## src/rtl/core/ritd_pkg.sv

```systemverilog
// Shared types, register indexes and a helper function of the radix integer-to-digits core.
`default_nettype none

package ritd_pkg;

  // Configuration register indexes.
  localparam int unsigned CFG_IDX_W = 2;
  localparam logic [CFG_IDX_W-1:0] REG_BASE_LEN   = 2'd0;
  localparam logic [CFG_IDX_W-1:0] REG_CHARS_LOW  = 2'd1;
  localparam logic [CFG_IDX_W-1:0] REG_CHARS_HIGH = 2'd2;

  localparam int unsigned CFG_DATA_W = 64;
  localparam int unsigned BASE_LEN_W = 5;
  localparam int unsigned DIGIT_W    = 4;
  localparam int unsigned CHAR_W     = 8;
  localparam int unsigned IN_VALUE_W = 64;

  // Register contents after reset: radix ten and the lower-case hex alphabet.
  localparam logic [BASE_LEN_W-1:0] BASE_LEN_RST   = 5'd10;
  localparam logic [CFG_DATA_W-1:0] CHARS_LOW_RST  = 64'h3736_3534_3332_3130;
  localparam logic [CFG_DATA_W-1:0] CHARS_HIGH_RST = 64'h6665_6463_6261_3938;

  typedef struct packed {
    logic                  cmd;
    logic [IN_VALUE_W-1:0] value;
  } ritd_in_t;

  typedef struct packed {
    logic [CHAR_W-1:0] digit_char;
    logic              negative;
    logic              last;
  } ritd_out_t;

  // Status from the serial divider to the sequencer.
  typedef struct packed {
    logic               digit_vld;
    logic [DIGIT_W-1:0] digit;
    logic               final_digit;
  } ritd_div_stat_t;

  // Picks the character of one digit out of the two table registers.
  function automatic logic [CHAR_W-1:0] char_of_digit(
    input logic [CFG_DATA_W-1:0] chars_low,
    input logic [CFG_DATA_W-1:0] chars_high,
    input logic [DIGIT_W-1:0]    digit
  );
    logic [2*CFG_DATA_W-1:0] tbl;
    tbl = {chars_high, chars_low};
    return tbl[{digit, 3'b000} +: CHAR_W];
  endfunction

endpackage

`default_nettype wire

```

## src/rtl/core/ritd_ram.sv

```systemverilog
// Generic single-port-write, single-port-read RAM with registered read data.
`default_nettype none

module ritd_ram #(
  parameter int unsigned WIDTH = 4,
  parameter int unsigned DEPTH = 64
) (
  input  wire logic                     clk,
  input  wire logic                     we,
  input  wire logic [$clog2(DEPTH)-1:0] waddr,
  input  wire logic [WIDTH-1:0]         wdata,
  input  wire logic [$clog2(DEPTH)-1:0] raddr,
  output logic      [WIDTH-1:0]         rdata
);

  logic [WIDTH-1:0] mem_r [DEPTH];
  logic [WIDTH-1:0] rdata_r;

  always_ff @(posedge clk) begin
    if (we) begin
      mem_r[waddr] <= wdata;
    end
    rdata_r <= mem_r[raddr];
  end

  assign rdata = rdata_r;

endmodule

`default_nettype wire

```

## src/rtl/core/ritd_div_serial.sv

```systemverilog
// Bit-serial restoring divider that peels off one digit per pass over the magnitude bits.
`default_nettype none

module ritd_div_serial #(
  parameter int unsigned VALUE_BITS = 64
) (
  input  wire logic                              clk,
  input  wire logic                              rst_n,
  input  wire logic                              start,
  input  wire logic [VALUE_BITS-1:0]             magnitude,
  input  wire logic [ritd_pkg::BASE_LEN_W-1:0]   radix,
  output ritd_pkg::ritd_div_stat_t               stat
);

  import ritd_pkg::*;

  localparam int unsigned CW = $clog2(VALUE_BITS);

  logic [VALUE_BITS-1:0] mag_r, mag_nxt;
  logic [DIGIT_W-1:0]    rem_r, rem_nxt;
  logic [CW-1:0]         bit_r, bit_nxt;
  logic                  busy_r, busy_nxt;

  logic [DIGIT_W:0]      rem_sh;
  logic [DIGIT_W:0]      rem_new;
  logic                  ge;
  logic [VALUE_BITS-1:0] quot;
  logic                  last_bit;
  logic                  quot_zero;

  // The partial remainder stays below the radix, so one compare and subtract suffices.
  always_comb begin
    rem_sh    = {rem_r, mag_r[VALUE_BITS-1]};
    ge        = (rem_sh >= radix);
    rem_new   = ge ? (rem_sh - radix) : rem_sh;
    quot      = {mag_r[VALUE_BITS-2:0], ge};
    last_bit  = (bit_r == '0);
    quot_zero = (quot == '0);
  end

  always_comb begin
    mag_nxt  = mag_r;
    rem_nxt  = rem_r;
    bit_nxt  = bit_r;
    busy_nxt = busy_r;
    if (start) begin
      mag_nxt  = magnitude;
      rem_nxt  = '0;
      bit_nxt  = CW'(VALUE_BITS - 1);
      busy_nxt = 1'b1;
    end else if (busy_r) begin
      mag_nxt = quot;
      if (last_bit) begin
        rem_nxt  = '0;
        bit_nxt  = CW'(VALUE_BITS - 1);
        busy_nxt = !quot_zero;
      end else begin
        rem_nxt = rem_new[DIGIT_W-1:0];
        bit_nxt = bit_r - CW'(1);
      end
    end
  end

  always_ff @(posedge clk) begin
    if (!rst_n) begin
      busy_r <= 1'b0;
    end else begin
      busy_r <= busy_nxt;
    end
  end

  always_ff @(posedge clk) begin
    mag_r <= mag_nxt;
    rem_r <= rem_nxt;
    bit_r <= bit_nxt;
  end

  assign stat.digit_vld   = busy_r && last_bit;
  assign stat.digit       = rem_new[DIGIT_W-1:0];
  assign stat.final_digit = quot_zero;

endmodule

`default_nettype wire

```

## src/rtl/core/radix_integer_to_digits_core.sv

```systemverilog
// Top level of the radix integer-to-digits core: sequencer, configuration and result register.
`default_nettype none

// The core turns one integer into its digits in a radix between 2 and MAX_RADIX and
// delivers them as one output transaction per digit, most significant first, each
// carrying the digit's character from the configured table, the sign flag of the
// input and a marker on the final digit. Only the low VALUE_BITS bits of the input
// value are used. Every digit comes out of the bit-serial divider, which shifts in
// one bit of the magnitude per cycle, and is then read back from the digit RAM.
// One conversion is in flight at a time: a new input transaction is taken once the
// final digit has moved into the output register, even while that digit still waits
// for the consumer. Configuration must only be written while the core is idle.

module radix_integer_to_digits_core #(
  parameter int unsigned MAX_RADIX  = 16,
  parameter int unsigned VALUE_BITS = 64
) (
  input  wire logic                            clk,
  input  wire logic                            rst_n,
  // Input channel
  input  wire logic                            in_valid,
  output logic                                 in_ready,
  input  wire ritd_pkg::ritd_in_t              in_data,
  // Result channel
  output logic                                 out_valid,
  input  wire logic                            out_ready,
  output ritd_pkg::ritd_out_t                  out_data,
  // Configuration port
  input  wire logic                            cfg_wr_en,
  input  wire logic [ritd_pkg::CFG_IDX_W-1:0]  cfg_index,
  input  wire logic [ritd_pkg::CFG_DATA_W-1:0] cfg_wdata
);

  import ritd_pkg::*;

  localparam int unsigned AW = $clog2(VALUE_BITS);

  typedef enum logic [1:0] {
    ST_IDLE,
    ST_DIV,
    ST_READ,
    ST_LOAD
  } state_t;

  // Configuration registers.
  logic [BASE_LEN_W-1:0] base_len_r;
  logic [CFG_DATA_W-1:0] chars_low_r;
  logic [CFG_DATA_W-1:0] chars_high_r;

  always_ff @(posedge clk) begin
    if (!rst_n) begin
      base_len_r   <= BASE_LEN_RST;
      chars_low_r  <= CHARS_LOW_RST;
      chars_high_r <= CHARS_HIGH_RST;
    end else if (cfg_wr_en) begin
      unique case (cfg_index)
        REG_BASE_LEN:   base_len_r   <= cfg_wdata[BASE_LEN_W-1:0];
        REG_CHARS_LOW:  chars_low_r  <= cfg_wdata;
        REG_CHARS_HIGH: chars_high_r <= cfg_wdata;
        default: ;
      endcase
    end
  end

  // Radices below two act as two, those above the maximum as the maximum.
  logic [BASE_LEN_W-1:0] radix;

  always_comb begin
    priority if (base_len_r < BASE_LEN_W'(2)) begin
      radix = BASE_LEN_W'(2);
    end else if (base_len_r > BASE_LEN_W'(MAX_RADIX)) begin
      radix = BASE_LEN_W'(MAX_RADIX);
    end else begin
      radix = base_len_r;
    end
  end

  // A negative signed input is converted as its two's complement magnitude; the most
  // negative value yields 2^(VALUE_BITS-1), which still fits the unsigned register.
  logic [VALUE_BITS-1:0] in_value;
  logic                  in_negative;
  logic [VALUE_BITS-1:0] in_magnitude;

  always_comb begin
    in_value     = in_data.value[VALUE_BITS-1:0];
    in_negative  = in_data.cmd && in_value[VALUE_BITS-1];
    in_magnitude = in_negative ? (VALUE_BITS'(0) - in_value) : in_value;
  end

  state_t state_r;
  logic   accept;

  assign in_ready = (state_r == ST_IDLE);
  assign accept   = in_valid && in_ready;

  // Serial divider: produces digits least significant first.
  ritd_div_stat_t div_stat;

  ritd_div_serial #(
    .VALUE_BITS (VALUE_BITS)
  ) u_div (
    .clk       (clk),
    .rst_n     (rst_n),
    .start     (accept),
    .magnitude (in_magnitude),
    .radix     (radix),
    .stat      (div_stat)
  );

  // Digit RAM: entry 0 holds the least significant digit. Every entry that is read
  // back has been written during the same conversion, so it needs no clearing.
  logic [AW-1:0]      wptr_r;
  logic [AW-1:0]      rptr_r;
  logic [DIGIT_W-1:0] ram_rdata;
  logic               ram_we;

  assign ram_we = (state_r == ST_DIV) && div_stat.digit_vld;

  ritd_ram #(
    .WIDTH (DIGIT_W),
    .DEPTH (VALUE_BITS)
  ) u_digit_ram (
    .clk   (clk),
    .we    (ram_we),
    .waddr (wptr_r),
    .wdata (div_stat.digit),
    .raddr (rptr_r),
    .rdata (ram_rdata)
  );

  // The output register frees up when its transaction completes, so a new digit
  // can be loaded while the old one is taken.
  logic      neg_r;
  logic      out_valid_r;
  ritd_out_t out_data_r;
  logic      out_free;
  logic      load;

  assign out_free = !out_valid_r || out_ready;
  assign load     = (state_r == ST_LOAD) && out_free;

  always_ff @(posedge clk) begin
    if (!rst_n) begin
      state_r     <= ST_IDLE;
      out_valid_r <= 1'b0;
    end else begin
      unique case (state_r)
        ST_IDLE: begin
          if (accept) begin
            state_r <= ST_DIV;
          end
        end
        ST_DIV: begin
          if (div_stat.digit_vld && div_stat.final_digit) begin
            state_r <= ST_READ;
          end
        end
        ST_READ: begin
          state_r <= ST_LOAD;
        end
        ST_LOAD: begin
          if (load) begin
            state_r <= (rptr_r == '0) ? ST_IDLE : ST_READ;
          end
        end
        default: state_r <= ST_IDLE;
      endcase

      if (load) begin
        out_valid_r <= 1'b1;
      end else if (out_ready) begin
        out_valid_r <= 1'b0;
      end
    end

    // Pointers and payload carry no reset; the state machine qualifies them.
    if (accept) begin
      neg_r  <= in_negative;
      wptr_r <= '0;
    end

    if (ram_we) begin
      if (div_stat.final_digit) begin
        rptr_r <= wptr_r;
      end else begin
        wptr_r <= wptr_r + AW'(1);
      end
    end

    if (load) begin
      out_data_r.digit_char <= char_of_digit(chars_low_r, chars_high_r, ram_rdata);
      out_data_r.negative   <= neg_r;
      out_data_r.last       <= (rptr_r == '0);
      if (rptr_r != '0) begin
        rptr_r <= rptr_r - AW'(1);
      end
    end
  end

  assign out_valid = out_valid_r;
  assign out_data  = out_data_r;

endmodule

`default_nettype wire
```

## config.mk

```make
export PLATFORM = sky130hd
export DESIGN_NAME = radix_integer_to_digits_core
export DESIGN_NICKNAME = d
export VERILOG_FILES = /design/src/rtl/core/ritd_pkg.sv /design/src/rtl/core/ritd_ram.sv /design/src/rtl/core/ritd_div_serial.sv /design/src/rtl/core/radix_integer_to_digits_core.sv
export SDC_FILE = /design/constraint.sdc
export NUM_CORES = 1
export LEC_CHECK = 0
export ABC_AREA = 1
export BUFFER_PORTS_ARGS = -buffer_cell sky130_fd_sc_hd__buf_2
export CAP_MARGIN = 30
export CORE_UTILIZATION = 23
export CTS_CLUSTER_SIZE = 20
export DETAILED_ROUTE_END_ITERATION = 8
export GPL_TIMING_DRIVEN = 0
export PLACE_DENSITY = 0.47
export SETUP_SLACK_MARGIN = 0.2
export SKIP_CTS_REPAIR_TIMING = 1
export SYNTH_ARGS = -nofsm -noshare
export SYNTH_HDL_FRONTEND = slang
export SYNTH_SLANG_ARGS = --single-unit
```

## constraint.sdc

```tcl
create_clock -name clk -period 4.64 [get_ports clk]
set_input_delay 1.392 -clock clk [delete_from_list [all_inputs] [get_ports clk]]
set_output_delay 1.392 -clock clk [all_outputs]
set_load 0.005 [all_outputs]
```

# ---- Word-level counts from Yosys, hierarchy flattened
# Memories as Yosys holds them, arrays and structs flattened. A register that Yosys moved wholly into a read port is not among the register bits.
# Index checks and enable logic that the tools add are counted.
dict set report op_classes {
  n_addsub 5
  multipliers 0
  div 0
  n_lt_le_gt_ge 3
  eq_ne 8
  shifts 1
  mux 27
  bitwise_logic 0
  reduce_logical 21
}
# operator count
set op_table {}
lappend op_table {{$mux W64} 3}
lappend op_table {{$shiftx A128 B8 Y8} 1}
lappend op_table {{$logic_not A64 Y1} 1}
lappend op_table {{$sub A1 B64 Y64 const A} 1}
lappend op_table {{$mux W6} 8}
lappend op_table {{$logic_not A6 Y1} 2}
lappend op_table {{$sub A6 B1 Y6 const B} 2}
lappend op_table {{$mux W5} 2}
lappend op_table {{$mux W2} 4}
lappend op_table {{$mux W4} 2}
lappend op_table {{$pmux W2 S4} 1}
lappend op_table {{$mux W1} 7}
lappend op_table {{$add A6 B1 Y6 const B} 1}
lappend op_table {{$eq A2 B2 Y1 const B} 3}
lappend op_table {{$logic_and A1 B1 Y1} 6}
lappend op_table {{$reduce_and A2 Y1} 3}
lappend op_table {{$reduce_bool A6 Y1} 1}
lappend op_table {{$ge A5 B5 Y1} 1}
lappend op_table {{$gt A5 B5 Y1 const B} 1}
lappend op_table {{$lt A5 B2 Y1 const B} 1}
lappend op_table {{$eq A2 B1 Y1 const B} 2}
lappend op_table {{$logic_not A2 Y1} 2}
lappend op_table {{$ne A2 B1 Y1 const B} 2}
lappend op_table {{$reduce_bool A2 Y1} 2}
lappend op_table {{other kinds (5)} 6}
dict set report totals {
  regBits 234
  latchBits 0
  ram_bits 256
  mem_bits_ro 0
  in_bits 136
  output_inout_bits 12
  elab_cells 81
  memories 1
}
# name words width rd rd_clocked_by_memory_dff wr line
set mem_list {}
lappend mem_list {u_digit_ram.mem_r 64 4 1 1 1 ritd_ram.sv:16} ;# logic [WIDTH-1:0] mem_r [DEPTH];

# ---- Logic depth before layout (Yosys ltp)
# Gate-level depths: netlist of the first run.
dict set report depth {
  word_depth 9
  depth_mapped 19
  ltp_nobuf 19
}

# ---- Hierarchy
# From an unflattened synthesis of the first run, not the netlist that was laid out.
dict set report hier_totals {
  cells_unflattened 2806
  hier_area_um2 23685.2
}
# module n_inst cells_each area_each_um2 seq_area_each_um2
set by_module_without_submodules {}
lappend by_module_without_submodules {ritd_ram 1 948 10881.7 7767.4}
lappend by_module_without_submodules {radix_integer_to_digits_core 1 1427 9160.0 3293.2}
lappend by_module_without_submodules {ritd_div_serial 1 431 3643.5 2142.1}

# ---- Worst setup path before layout of the first run
# No wires, ideal clock.
dict set report synth_path {
  path_type {register to register}
  from {register base_len_r[1]}
  to {memory u_digit_ram.mem_r[0][1] (data pin)}
  setup_ns 0.711
  arrival_ns 4.229
  t_required_ns 3.929
  setup_slack_ns -0.300
  stages_incl_launch_ff 15
  n_path_buf 0
  path_cell_list {dfxtp_1 -> nor2_1 -> inv_1 -> nor2_1 -> inv_1 -> o21ai_0 -> nand2_1 -> ha_1 -> nand2_1 -> nand2_1 -> nand3_1 -> nand2_2 -> nor2_4 -> inv_1 -> o21ai_0}
}
# element line
set synth_lines {}
lappend synth_lines {{from (decl)} radix_integer_to_digits_core.sv:46} ;# logic [BASE_LEN_W-1:0] base_len_r;
lappend synth_lines {{from (signal assigned)} radix_integer_to_digits_core.sv:57} ;# REG_BASE_LEN: base_len_r <= cfg_wdata[BASE_LEN_W-1:0];
lappend synth_lines {{to (decl)} ritd_ram.sv:16}

==> results.tsv, run 1 <==
stage	metric	value	unit
outcome	status	completed	
routing	DR pass1 iterations	5	
synth	Synth cell types	50	
clocking	Num CTS Buffers	53	
grt	initial antenna violation count	5	
worst_hold_path	WHS Endpoint	out_data[1]	
power	Worst VDD drop	0.470	mV
worst_setup_path	worst-path fanout max	29	
synth	synthesis-stage register bit count	494	
clocking	Root Driver	clkbuf_16	
synth	syn avg cell area	9.04	um2
worst_hold_path	worst min-delay path category	flop to flop	
worst_setup_path	FF-to-FF End	u_digit_ram.mem_r[9][1]	
cells_and_area	most frequent cells in the layout	nor2_1, nand2_1, edfxtp_1, o21ai_0, nand3_1	
routing	Via Count	19527	
routing	initial drt markers	1887	
run	Max-Cap Viols	0	
worst_hold_path	hold_sp	neg_r	
clocking	CTS tree	done	
worst_setup_path	Worst EP arrival	3.67	ns
routing	antenna viol nets, final	0	
synth	Seq/Total Area, Yosys	56.8	%
floorplan	row cnt	116	
placement	# placed instances	4022	
routing	post-DR wirelength/cell	20.8	um
timing	clock skew	0.0384	ns
floorplan	Total Die Area	102000	um2
synth	Post-Syn Nets	2717	
routing	WL final	85500	um
timing	# setup viols final	0	
cells_and_area	Finished Layout Cells	4120	
timing	final slew viol count	0	
cells_and_area	layout cells sized above 1	12.6	%
grt	first-pass GRT wire length	125000	um
worst_hold_path	hold depth	0	
worst_setup_path	r2r startpoint	base_len_r[2]	
synth	ys flop type	edfxtp_1	
timing	RSZ-0062 raised after global routing	no	
clocking	clock tree sinks	494	
grt	largest net degree at the start of global routing	66	
timing	fmax	311	MHz
timing	Slew headroom	33.3	%
power	Leak Pwr	10.3	nW
cells_and_area	Area Overhead vs Synth	18.1	%
synth	ys async rst share	0	%
clocking	Skew-Pair Late Insertion Delay	0.63	ns
floorplan	Vert. Die Dim	320	um
worst_setup_path	R2R Setup Slk	1.42	ns
timing	Slew @ Worst Pin	1.00	ns
placement	dpl hpwl	62400	um
power	PD cells	550	nW/um2
grt	number of global-route vias before repair	18964	
synth	synth warn	0	
worst_setup_path	Setup crit end kind	flop	
cells_and_area	Post-layout nets	2927	
routing	vias per cell	4.74	
clocking	Worst-path clk slew	0.06	ns
clocking	Clock Path Buffers	3	
synth	cells after synthesis	2569	
worst_setup_path	startpoint class of the critical path	flop	
timing	Period minus WS final	3.22	ns
timing	final period utilization	69.4	%
floorplan	DIE WIDTH	320	um
cells_and_area	commonest non-fill, non-tap cell in the layout	nor2_1	
worst_setup_path	CP Class	flop to flop	
placement	IO buf count	146	
clocking	H-tree levels	2	
power	total power	15.1	mW
synth	Netlist Area Pre-Place	23200	um2
synth	Post-synth EDFFs	331	
worst_setup_path	Reg2Reg Depth	14	
grt	GRT Overall Usage	16.3	%
placement	routability congestion estimate	0.925	
floorplan	Core ar.	100000	um2
grt	global route overflow	0	
worst_setup_path	CP required	5.09	ns
timing	Final Hold Viols	0	
routing	drt drc	0	
floorplan	# IOs	148	
floorplan	Initial Util	23.2	%
[metrics by stage]
stage	instance area [um2]	hold WS [ns]	TNS, ns	setup WS [ns]	util (%)
floorplan	23200	0.400	-29.14	-0.228	-
global placement	25600	0.404	-899.61	-4.81	25.6
detailed placement	25800	0.409	0	1.30	25.8
CTS	27400	0.429	0	1.36	27.4
global route	27400	0.439	0	1.13	27.4
finish	27400	0.427	0	1.42	27.4
[per-layer routing]
metal  part of all wire (%)  track usage [%]  routed length [um]  vias to the layer above
li1                       -                -                   -                     9245
met1                     45             22.4               38700                     9411
met2                     45             25.9               38500                      731
met3                    7.1             3.20                6040                      132
met4                    2.6             4.64                2220                        8
met5                  0.064                0                  55                        -
[critical path, cell delays in order (launching register included)]
cell     delay, ns
dfxtp_1       0.33
nor2_1        0.09
inv_1         0.04
nor2_1        0.11
inv_1         0.06
o21ai_0       0.19
o21ai_0       0.22
ha_1          0.34
nand4_1       0.08
nor2_1        0.07
nor2_4        0.36
inv_1         0.15
o21ai_4       0.55
buf_16        0.24
buf_12        0.20
[cells by family after synthesis]
logic type	count (synthesis)	synth area share (%)
simple gates	1183	22.0
xor+xnor	34	1.28
mux	32	1.38
buf+inv	302	5.51
flops	494	56.8
fa+ha+maj	12	0.679
compound gates	512	12.3
[flip-flops by register name, summed over array words and instances, names as in the netlist]
name	count
u_digit_ram.mem_r	256
chars_high_r	64
chars_low_r	64
u_div.mag_r	64
out_data	10
rptr_r	6
u_div.bit_r	6
wptr_r	6
base_len_r	5
u_digit_ram.rdata	4
u_div.rem_r	4
state_r	2
neg_r	1
out_valid	1
u_div.busy_r	1
[cells in the mapped netlist, types with 5 or more instances]
master | instances | share of area (%)
inv_2 | 7 | 0.11
o211ai_1 | 69 | 2.2
o22ai_1 | 33 | 0.89
clkbuf_1 | 86 | 1.4
o21ai_1 | 38 | 0.82
buf_6 | 10 | 0.48
ha_1 | 11 | 0.59
o21ai_0 | 279 | 6.0
mux2i_1 | 32 | 1.4
buf_2 | 33 | 0.71
xor2_1 | 28 | 1.1
o221ai_1 | 5 | 0.19
nand2_1 | 430 | 6.9
nor3_1 | 14 | 0.30
edfxtp_1 | 331 | 43
nor2_2 | 11 | 0.30
nand3_2 | 7 | 0.30
nand2_2 | 12 | 0.32
a21oi_1 | 72 | 1.6
buf_4 | 6 | 0.19
nand3_1 | 183 | 3.9
xnor2_1 | 6 | 0.23
inv_1 | 155 | 2.5
nand4_1 | 42 | 1.1
nor2_4 | 12 | 0.58
dfxtp_1 | 163 | 14
nor2_1 | 457 | 7.4
[power breakdown]
| part | internal [mW] | total, mW | switching, mW |
|---|---|---|---|
| clock network | 2.25 | 4.06 | 1.81 |
| logic | 1.48 | 5.31 | 3.83 |
| registers | 5.55 | 5.73 | 0.174 |
| total | 9.28 | 15.1 | 5.82 |
[layout make-up]
cell class | instances | area, um2
buffer | 137 | 653
sequential | 494 | 13200
fill | 10754 | 72600
tap | 1298 | 1620
timing repair buffer | 155 | 913
multi-input combinational | 1773 | 8790
clock buffer | 76 | 1460
antenna | 1 | 2.50
clock inverter | 21 | 160
inverter | 165 | 629
[how the worst max path moves through the flow]
stage                             start                       end  cells past startpoint  slack [ns]
after detailed placement     in_data[1]           u_div.mag_r[52]                     10        1.30
final                     base_len_r[2]   u_digit_ram.mem_r[9][1]                     14        1.42
after floorplan           base_len_r[1]   u_digit_ram.mem_r[0][2]                     11       -0.23
after global routing      base_len_r[1]   u_digit_ram.mem_r[9][1]                     16        1.13
after global placement    base_len_r[1]  u_digit_ram.mem_r[44][2]                     11       -4.81
after CTS                 base_len_r[2]   u_digit_ram.mem_r[2][1]                     14        1.36
(Power assumes the default switching activity.)
==> inputs of run 2 (changes only) <==
--- a/config.mk
+++ b/config.mk
@@ -12,7 +12,7 @@
 export CTS_CLUSTER_SIZE = 20
 export DETAILED_ROUTE_END_ITERATION = 8
 export GPL_TIMING_DRIVEN = 0
-export PLACE_DENSITY = 0.47
+export PLACE_DENSITY = 0.45
 export SETUP_SLACK_MARGIN = 0.2
 export SKIP_CTS_REPAIR_TIMING = 1
 export SYNTH_ARGS = -nofsm -noshare
==> constraint.sdc (replaced) <==
create_clock -name clk -period 3.4 [get_ports clk]
set_input_delay 1.02 -clock clk [delete_from_list [all_inputs] [get_ports clk]]
set_output_delay 1.02 -clock clk [all_outputs]
set_load 0.005 [all_outputs]
==> run 2 against run 1 <==
Net effect:
- hold slack worse by 0.0040 ns
- clock skew is 0.0083 ns lower
- first-iteration DRC count fell by 14%
- highest routed layer unchanged
==> results.tsv, run 2 (synthesis results as in run 1) <==
stage	metric	value	unit
cells_and_area	Finished Layout Cells	4133	
floorplan	Total Die Area	102000	um2
worst_setup_path	r2r startpoint	base_len_r[2]	
routing	Via Count	19441	
floorplan	Core ar.	100000	um2
floorplan	# IOs	148	
clocking	Root Driver	clkbuf_16	
placement	placed cell areas	25900	um2
worst_setup_path	Worst EP arrival	3.45	ns
timing	# setup viols final	0	
power	Seq pwr share	36.6	%
power	P_sw	8.18	mW
grt	global route overflow	0	
grt	GRT Overall Usage	16.9	%
clocking	clock tree sinks	494	
timing	fmax	334	MHz
worst_hold_path	hold_sp	neg_r	
clocking	CTS tree	done	
worst_setup_path	R2R Setup Slk	0.41	ns
floorplan	row cnt	116	
power	Int Pwr	13.2	mW
routing	DR pass1 iterations	5	
timing	final period utilization	88.1	%
worst_setup_path	CP required	3.85	ns
routing	post-DR wirelength/cell	21.2	um
power	Comb power frac	35.5	%
worst_setup_path	worst-path fanout max	25	
timing	RSZ-0062 raised after global routing	no	
power	Worst VDD drop	0.435	mV
cells_and_area	largest reg by FF count	u_digit_ram.mem_r	
timing	clock skew	0.0301	ns
power	Leak Pwr	10.4	nW
clocking	Skew-Pair Late Insertion Delay	0.63	ns
clocking	Clock Path Buffers	3	
clocking	Worst-path clk slew	0.06	ns
cells_and_area	flip-flop count of the largest register after layout	256	
power	Clk network pwr share	27.9	%
worst_setup_path	startpoint class of the critical path	flop	
timing	Slew @ Worst Pin	0.928	ns
cells_and_area	most frequent cells in the layout	nor2_1, nand2_1, edfxtp_1, o21ai_0, nand3_1	
cells_and_area	Area Overhead vs Synth	19.4	%
routing	drt drc	0	
cells_and_area	Post-layout nets	2937	
floorplan	Vert. Die Dim	320	um
floorplan	Initial Util	23.2	%
timing	Period minus WS final	2.99	ns
routing	vias per cell	4.70	
floorplan	DIE WIDTH	320	um
placement	IO buf count	146	
cells_and_area	post-route cell area	27700	um2
grt	largest net degree at the start of global routing	66	
grt	initial antenna violation count	5	
worst_setup_path	Setup crit end kind	flop	
timing	final slew viol count	0	
worst_setup_path	crit path from	base_len_r[2]	
worst_setup_path	FF-to-FF End	u_digit_ram.mem_r[0][0]	
cells_and_area	layout cells sized above 1	13.1	%
run	Max-Cap Viols	0	
clocking	Num CTS Buffers	54	
power	PD cells	771	nW/um2
routing	WL final	87700	um
timing	Final Hold Viols	0	
worst_setup_path	Worst setup endpoint	u_digit_ram.mem_r[0][0]	
power	Sw Ratio	38.3	%
grt	number of global-route vias before repair	19414	
timing	Slew headroom	38.2	%
worst_hold_path	worst min-delay path category	flop to flop	
routing	antenna viol nets, final	0	
clocking	H-tree levels	2	
worst_setup_path	CP Class	flop to flop	
outcome	status	completed	
grt	first-pass GRT wire length	129000	um
placement	routability congestion estimate	0.927	
power	total power	21.4	mW
cells_and_area	commonest non-fill, non-tap cell in the layout	nor2_1	
placement	dpl hpwl	64300	um
worst_setup_path	Reg2Reg Depth	13	
routing	initial drt markers	1625	
placement	# placed instances	4023	
==> run 2: cell types whose count changed in the layout (fill, tap and decap cells not counted), moves of 2 or more <==
cell / delta
buf_12: -3
buf_16: +5
buf_4: +6
bufinv_16: +4
clkbuf_1: -8
clkbuf_4: -2
clkinv_1: +5
clkinv_2: +2
clkinv_4: -3
clkinvlp_4: +4
==> run 2: how the worst min path moves through the flow <==
stage                        endpoint  depth (start not counted)
after floorplan           out_data[1]                          0
after global placement    out_data[1]                          0
after detailed placement  out_data[1]                          0
after CTS                 out_data[1]                          0
after global routing      out_data[1]                          0
final                     out_data[1]                          0
==> run 2: power by group through the flow <==
stage                     Combinational (mW)  Sequential (mW)  Clock [mW]
after floorplan                         3.90             7.92           0
after global placement                  6.87             8.02           0
after detailed placement                7.39             7.94           0
after CTS                               7.41             7.82        6.07
after global routing                    8.15             7.87        6.31
final                                   7.60             7.81        5.96
==> run 2: final cells by class <==
type | instances | area [um2]
diodes | 2 | 5.00
plain buffers | 137 | 653
clock buffers | 67 | 1440
clock inverters | 33 | 320
fillers | 10734 | 72300
inverters | 165 | 629
multi-input cells | 1773 | 8790
flip-flops and latches | 494 | 13200
well taps | 1298 | 1620
repair buffers | 164 | 1050
==> run 2: through the flow <==
stage          setup slack (ns)  hold slack, ns  utilization (%)  setup TNS, ns
2_1_floorplan            -0.350           0.400                -         -45.10
3_3_place_gp              -3.38           0.403             25.6        -675.48
3_5_place_dp              0.242           0.417             25.9              0
4_1_cts                   0.234           0.424             27.6              0
5_1_grt                   0.219           0.426             27.7              0
6_report                  0.405           0.423             27.7              0
==> run 2: per-layer routing <==
| metal | vias to the layer above | routed length, um | part of all wire [%] | global-route usage [%] |
|---|---|---|---|---|
| met5 | - | 33 | 0.038 | 0 |
| met1 | 9385 | 38600 | 44 | 22.5 |
| li1 | 9277 | - | - | - |
| met3 | 146 | 5440 | 6.2 | 2.60 |
| met4 | 6 | 2410 | 2.7 | 5.31 |
| met2 | 627 | 41300 | 47 | 28.2 |
==> run 2: worst max-delay path: stages, from the launching register on <==
cell     delay (ns)
dfxtp_1        0.34
nor2_1         0.09
inv_1          0.04
nor2_1         0.12
inv_1          0.06
o21ai_0        0.19
o21ai_0        0.23
ha_1           0.36
nand4_1        0.08
nor2_1         0.18
nor2_4         0.08
o21ai_4        0.60
buf_16         0.25
buf_16         0.18
==> inputs of run 3 (changes only) <==
--- a/config.mk
+++ b/config.mk
@@ -8,11 +8,11 @@
 export ABC_AREA = 1
 export BUFFER_PORTS_ARGS = -buffer_cell sky130_fd_sc_hd__buf_2
 export CAP_MARGIN = 30
-export CORE_UTILIZATION = 23
+export CORE_UTILIZATION = 55
 export CTS_CLUSTER_SIZE = 20
 export DETAILED_ROUTE_END_ITERATION = 8
 export GPL_TIMING_DRIVEN = 0
-export PLACE_DENSITY = 0.45
+export PLACE_DENSITY = 0.81
 export SETUP_SLACK_MARGIN = 0.2
 export SKIP_CTS_REPAIR_TIMING = 1
 export SYNTH_ARGS = -nofsm -noshare
==> run 3 against run 2 <==
Net effect:
- wire length decreased by 8.9%
- critical path type unchanged
- die area decreased by 58%
- largest cell class unchanged
- the flow now finishes with violations (DRC)
- sequential power about the same
- highest routed layer unchanged
==> results.tsv, run 3 (synthesis results as in run 1) <==
stage	metric	value	unit
run	Max-Cap Viols	0	
cells_and_area	post-route cell area	26600	um2
routing	antenna viol nets, final	0	
worst_setup_path	startpoint class of the critical path	flop	
clocking	Root Driver	clkbuf_16	
worst_setup_path	CP Class	flop to flop	
floorplan	Core ar.	41200	um2
cells_and_area	commonest non-fill, non-tap cell in the layout	nor2_1	
floorplan	DIE WIDTH	207	um
cells_and_area	most frequent cells in the layout	nor2_1, nand2_1, edfxtp_1, o21ai_0, nand3_1	
floorplan	Initial Util	56.4	%
worst_setup_path	r2r startpoint	base_len_r[1]	
worst_hold_path	hold_sp	neg_r	
timing	final period utilization	92.0	%
grt	largest net degree at the start of global routing	39	
worst_setup_path	worst-path fanout max	22	
routing	Via Count	20879	
placement	routability congestion estimate	1.00	
cells_and_area	diode count	0	
timing	Period minus WS final	3.13	ns
grt	GRT Overall Usage	35.9	%
clocking	Worst-path clk slew	0.06	ns
worst_setup_path	crit path from	base_len_r[1]	
cells_and_area	# fillers	3334	
grt	met3 Resource Use GR	9.23	%
grt	met2 global-route usage	57.0	%
floorplan	Vert. Die Dim	207	um
clocking	Clock Path Buffers	3	
routing	post-DR wirelength/cell	23.8	um
worst_setup_path	critical path, cell by cell	nor2_1 -> inv_1 -> nor2_1 -> inv_1 -> o21ai_0 -> o21ai_0 -> ha_1 -> nand4_1 -> nor2_1 -> nor2_4 -> inv_1 -> nand2_2 -> o21ai_4 -> buf_16 -> buf_16	
placement	placed cell areas	24800	um2
floorplan	row cnt	74	
power	PD cells	785	nW/um2
timing	Slew headroom	37.1	%
placement	dpl hpwl	57300	um
cells_and_area	layout cells sized above 1	12.9	%
grt	number of global-route vias before repair	19691	
timing	Final Hold Viols	0	
timing	Slew @ Worst Pin	0.944	ns
clocking	H-tree levels	2	
routing	DR pass1 iterations	9	
routing	WL final	79900	um
worst_setup_path	crit-path max cell delay	0.36	ns
cells_and_area	Post-layout nets	2931	
timing	final slew viol count	0	
power	Leak Pwr	10.3	nW
cells_and_area	Finished Layout Cells	3355	
cells_and_area	largest reg by FF count	u_digit_ram.mem_r	
power	Worst VDD drop	0.502	mV
clocking	clock tree sinks	494	
clocking	Num CTS Buffers	50	
worst_setup_path	Slowest-stage cell, CP	ha_1	
worst_setup_path	Setup crit end kind	flop	
timing	clock skew	0.0367	ns
timing	fmax	320	MHz
grt	Most Crowded Layer GR	met2	
clocking	CTS tree	done	
grt	initial antenna violation count	4	
worst_setup_path	Worst EP arrival	3.60	ns
worst_setup_path	CP required	3.87	ns
floorplan	# IOs	148	
grt	first-pass GRT wire length	116000	um
floorplan	Total Die Area	43100	um2
routing	drt drc	1	
outcome	status	complete, but fails checks	
routing	initial drt markers	3151	
placement	IO buf count	146	
routing	vias per cell	6.22	
cells_and_area	Layout Utilization	64.5	%
cells_and_area	sequential cell area	13200	um2
cells_and_area	Multi-input gate area	8840	um2
timing	# setup viols final	0	
cells_and_area	flip-flop count of the largest register after layout	256	
clocking	Skew-Pair Late Insertion Delay	0.63	ns
outcome	failing checks	DRC	
worst_hold_path	worst min-delay path category	flop to flop	
cells_and_area	Area Overhead vs Synth	14.5	%
grt	global route overflow	0	
grt	GR met1 Demand/Resource	46.5	%
placement	# placed instances	3254	
timing	RSZ-0062 raised after global routing	yes	
## run 3: cell count changes in the layout (fill, tap and decap cells not counted), moves of 3 or more
cell       before  now
clkinv_2       15    9
clkinv_1        8    3
buf_16          6    2
clkbuf_1       94   98
o21ai_2         2    6
clkbuf_16      54   51
## run 3: worst paths after layout
| path | endpoint | slack (ns) | cells after the start |
|---|---|---|---|
| worst min register to register | out_data[1] | 0.44 | 0 |
| worst max-delay path | u_digit_ram.mem_r[57][1] | 0.27 | 15 |
| worst min-delay path | out_data[1] | 0.44 | 0 |
| worst max register to register | u_digit_ram.mem_r[57][1] | 0.27 | 15 |
## run 3: layout make-up
cell class,instances,area share (%)
inverters,165,2.36
repair buffers,158,3.50
flip-flops and latches,494,49.7
clock inverters,24,1.04
plain buffers,137,2.46
well taps,532,2.50
multi-input cells,1777,33.2
clock buffers,68,5.23
## run 3: routing by layer
metal	vias to the layer above	part of all wire (%)	wire length (um)
met1	9856	38	30000
li1	9265	-	-
met5	-	0.051	41
met2	1472	45	36200
met4	6	4.7	3750
met3	280	12	9960
## run 3: worst max-delay path: cells and delay by family (launching register included)
kind                     cells  cell delay (ns)
AO/OA/AOI/OAI                3             0.68
buffers and inverters        5             0.80
adder cells (fa/ha/maj)      1             0.36
flip-flops                   1             0.33
AND/OR/NAND/NOR              6             0.80
## run 3: where the power goes
| group | leakage, nW | internal [mW] | switching (mW) |
|---|---|---|---|
| Sequential | 4.40 | 7.58 | 0.245 |
| Clock | 0.803 | 3.26 | 2.38 |
| Combinational | 5.12 | 2.04 | 5.36 |
## run 3: through the flow
step | hold WS (ns) | power, mW | setup slack, ns | setup TNS (ns)
floorplan | 0.400 | 11.8 | -0.350 | -45.10
global placement | 0.423 | 14.4 | -2.55 | -472.75
detailed placement | 0.426 | 14.7 | 0.150 | 0
CTS | 0.444 | 20.3 | 0.0917 | 0
global route | 0.454 | 21.4 | 0.0643 | 0
finish | 0.443 | 20.9 | 0.272 | 0
